**config.mk**
```make
export PLATFORM = sky130hd
export DESIGN_NAME = rtrl_cmp
export DESIGN_NICKNAME = d
export VERILOG_FILES = /design/src/rtrl_pkg.sv /design/src/rtrl_cmp.sv
export SDC_FILE = /design/constraint.sdc
export NUM_CORES = 1
export LEC_CHECK = 0
export BUFFER_PORTS_ARGS = -buffer_cell sky130_fd_sc_hd__clkbuf_2
export CORE_AREA = 2 2 39 41
export DETAILED_ROUTE_END_ITERATION = 12
export DIE_AREA = 0 0 41 43
export GPL_ROUTABILITY_DRIVEN = 0
export GPL_TIMING_DRIVEN = 0
export PLACE_DENSITY = 0.66
export REMOVE_ABC_BUFFERS = 1
export SLEW_MARGIN = 20
export SYNTH_ARGS = -nofsm -noshare
export SYNTH_HDL_FRONTEND = slang
export SYNTH_SLANG_ARGS = --single-unit
export TNS_END_PERCENT = 30
```
**constraint.sdc**
```tcl
create_clock -name vclk -period 1.7
set_input_delay 0.085 -clock vclk [all_inputs]
set_output_delay 0.085 -clock vclk [all_outputs]
set_load 0.02 [all_outputs]
```
**src/rtrl_pkg.sv**
```systemverilog
// ----------------------------------------------------------------------------
// rtrl_pkg - shared types and constants for the run table reference lookup
// Table geometry, field widths, command and register codes, sequencer states
// and the table port bundles.
// ----------------------------------------------------------------------------
package rtrl_pkg;

	localparam int MAX_RUNS = 1024;
	localparam int ADDR_W   = $clog2(MAX_RUNS);
	localparam int CNT_W    = ADDR_W + 1;
	localparam int ROW_W    = 16;
	localparam int REF_W    = 16;
	localparam int NEXT_W   = ROW_W + 1;
	localparam int NULL_W   = 16;
	localparam int APB_DW   = 32;
	localparam int APB_AW   = 3;

	localparam logic [CNT_W-1:0]  MAX_CNT  = CNT_W'(MAX_RUNS);
	localparam logic [NEXT_W-1:0] NO_NEXT  = {1'b1, {ROW_W{1'b0}}};
	localparam logic [NULL_W-1:0] NULL_MAX = {NULL_W{1'b1}};

	localparam logic CMD_LOAD   = 1'b0;
	localparam logic CMD_LOOKUP = 1'b1;

	// register select is the word address bit
	localparam logic REG_RUN_COUNT = 1'b0;
	localparam logic REG_DICT_SIZE = 1'b1;

	typedef enum logic [2:0] {
		ST_IDLE,
		ST_CHECK,
		ST_SEARCH,
		ST_SCMP,
		ST_FIN
	} seq_state_t;

	typedef struct packed {
		logic              en;
		logic [ADDR_W-1:0] addr;
		logic [ROW_W-1:0]  start_row;
		logic [REF_W-1:0]  ref_val;
	} tbl_wr_t;

	typedef struct packed {
		logic [ADDR_W-1:0] start_addr;
		logic [ADDR_W-1:0] ref_addr;
	} tbl_rd_t;

	// zero acts as one, anything past the table acts as the table size
	function automatic logic [CNT_W-1:0] eff_count(input logic [CNT_W-1:0] cnt);
		logic [CNT_W-1:0] res;
		if (cnt == '0) begin
			res = CNT_W'(1);
		end else if (cnt > MAX_CNT) begin
			res = MAX_CNT;
		end else begin
			res = cnt;
		end
		return res;
	endfunction

endpackage

```
**src/rtrl_cmp.sv**
```systemverilog
// ----------------------------------------------------------------------------
// rtrl_cmp - row comparator
// Compares the row being looked up against a start row or the cursor's
// next start; shared by the cursor check and every search step.
// ----------------------------------------------------------------------------
module rtrl_cmp
	import rtrl_pkg::*;
(
	input  logic [ROW_W-1:0]  row,
	input  logic [NEXT_W-1:0] operand,
	output logic              lt,
	output logic              eq
);

	logic [NEXT_W-1:0] row_ext;

	assign row_ext = {1'b0, row};
	assign lt      = row_ext < operand;
	assign eq      = row_ext == operand;

endmodule

```
==> impl_metrics.tcl <==
set metrics [dict create \
    synth_top_area_share_pct 46.92 \
    comb_power_share_pct 100.0 \
    status "finished clean" \
    area_growth_pct 45.75 \
    hp-class "in -> out" \
    finalHoldViolations 0 \
    remaining_drc_errors 0 \
    hold_start "operand[0]" \
    overflow 0 \
    seq_area_um2 0 \
    synthesis.area_um2 426.7 \
    startpoint_type "primary input" \
    seqPwrFrac_pct 0 \
    routedWlPerCell_um 8.123 \
    cp.required_ns 1.62 \
    groute.usage.overall_pct 11.29 \
    final_cell_mix "clkbuf_2, inv_1, ha_1" \
    post-route-util_pct 44.94 \
    p_int_uw 70.01 \
    synth.avg_cell_area_um2 7.757 \
    hpwl_um 883.1 \
    die_height_um 43 \
    antenna_found_initial 0 \
    cts_hold_buf 0 \
    n_antenna_cell 0 \
    clockPowerShare_pct 0 \
    nClkBuffers 0 \
    rsz0062_at_grt "false" \
    grt_pass1_wl_um 1504 \
    sw_frac_of_total_pct 44.74 \
    slew_headroom_pct 81.80 \
    n_fill_cell 145 \
    cap_violations 0 \
    ir_worst_vdd_mv 0.07096 \
    top_layer_used "met3" \
    multi_input_area_um2 366.6 \
    p_switching_uw 56.69 \
    ctsResizeCount 0 \
    worst_slew_pin_slew_ns 0.2708 \
    fp.dieW_um 41 \
    wl_met1_um 334 \
    grt_max_degree 4 \
    powerDensity_nw_per_um2 203.7 \
    die_area_um2 1763 \
    num_vias 490 \
    drive_gt1_share_pct 43.33 \
    synthCells 55 \
    synth_seq_area_share_pct 0 \
    synth.largest_area_cell "ha_1" \
    postCtsSetupRepairBufs 0 \
    tns_ns 0 \
    avgViaCountPerCell 4.623 \
    final-setup-viol-count 0 \
    ys_warn_count 0 \
    met2_length_um 466 \
    io_buffers 35 \
    ios 35 \
    p_leak_uw 0.0004214 \
    seq_cells 0 \
    whs_endpoint "eq" \
    critical_path_class "in -> out" \
    wl_met3_um 59 \
    fin_nets 141 \
    critPathCaptureType "output pin" \
    rows 14 \
    fmax_mhz 671.3 \
    critPathMaxFanout 3 \
    drt_iter0_drc 0 \
    finalMaxSlewViolations 0 \
    initial_core_util_pct 30.83 \
    drt_wl_total_um 861 \
    holdPathStages 4 \
    period_needed_ns 1.490 \
    synth_cell_types 17 \
    firstDrtPassIters 1 \
    netlist_top_cells_area "ha_1, inv_1, a21oi_1, nand4b_4, a21o_1" \
    layout_commonest_cell "clkbuf_2" \
    antenna_left 0 \
    grt_pass1_vias 443 \
    cp.arrival_ns 1.40 \
    finalCritPeriodShare_pct 87.63 \
    core_area_um2 1384 \
]
-- per-stage QoR --
step	instance area, um2	setup WS, ns	std cells	power (uW)	hold slack (ns)
floorplan	426.7	0.4688	55	75.72	0.5322
global route	621.8	0.09764	106	150.2	0.7124
global placement	621.8	0.2243	106	124.5	0.6688
detailed placement	621.8	0.1862	106	129.5	0.6759
finish	621.8	0.2103	106	126.7	0.6683
CTS	621.8	0.1829	106	130.3	0.6774
-- cells in the mapped netlist --
cell,instances
a21o_1,2
a21o_2,1
a21oi_1,5
and4_1,1
ha_1,16
inv_1,16
nand2_1,3
nand4_1,2
nand4b_4,1
nor2_1,1
nor2b_1,1
nor4_2,1
o2111a_1,1
o21a_1,1
o21ai_1,1
o221ai_1,1
or2_2,1
-- power by group through the flow --
stage               sequential [uW]  combinational, uW  clock [uW]
floorplan                         0               75.7           0
global placement                  0                124           0
detailed placement                0                130           0
CTS                               0                130           0
global route                      0                150           0
finish                            0                127           0
-- per-layer routing --
layer,vias up,track usage [%]
met2,19,22.81
met3,0,0
li1,264,-
met5,-,0
met1,207,12.66
met4,0,0
-- cell type report --
type / count / area share (%)
Multi-Input combinational cell: 39 / 58.95
Timing Repair Buffer: 35 / 28.17
Inverter: 16 / 9.658
Tap cell: 16 / 3.219
-- worst max-delay path, cell delays in order --
cell	delay, ns
clkbuf_2	0.07
inv_1	0.04
ha_1	0.33
nand4b_4	0.13
nor4_2	0.34
o21ai_1	0.11
o2111a_1	0.15
clkbuf_2	0.15
-- kinds of logic after synthesis --
kind of cell               after synthesis  synth area share, %
buffers and inverters                   16                14.08
and+or+nand+nor                         11                19.94
adders and majority gates               16                46.92
AOI/OAI and AO/OA                       12                19.06
-- worst max-delay path by stage --
stage,endpoint,start,depth (start not counted),slack (ns)
3_3_place_gp,lt,operand[14],8,0.22
6_report,lt,operand[14],8,0.21
4_1_cts,lt,operand[14],8,0.18
2_1_floorplan,eq,operand[14],5,0.47
5_1_grt,lt,operand[14],8,0.1
3_5_place_dp,lt,operand[14],8,0.19
Note: power is estimated with default switching activity, not from simulation.
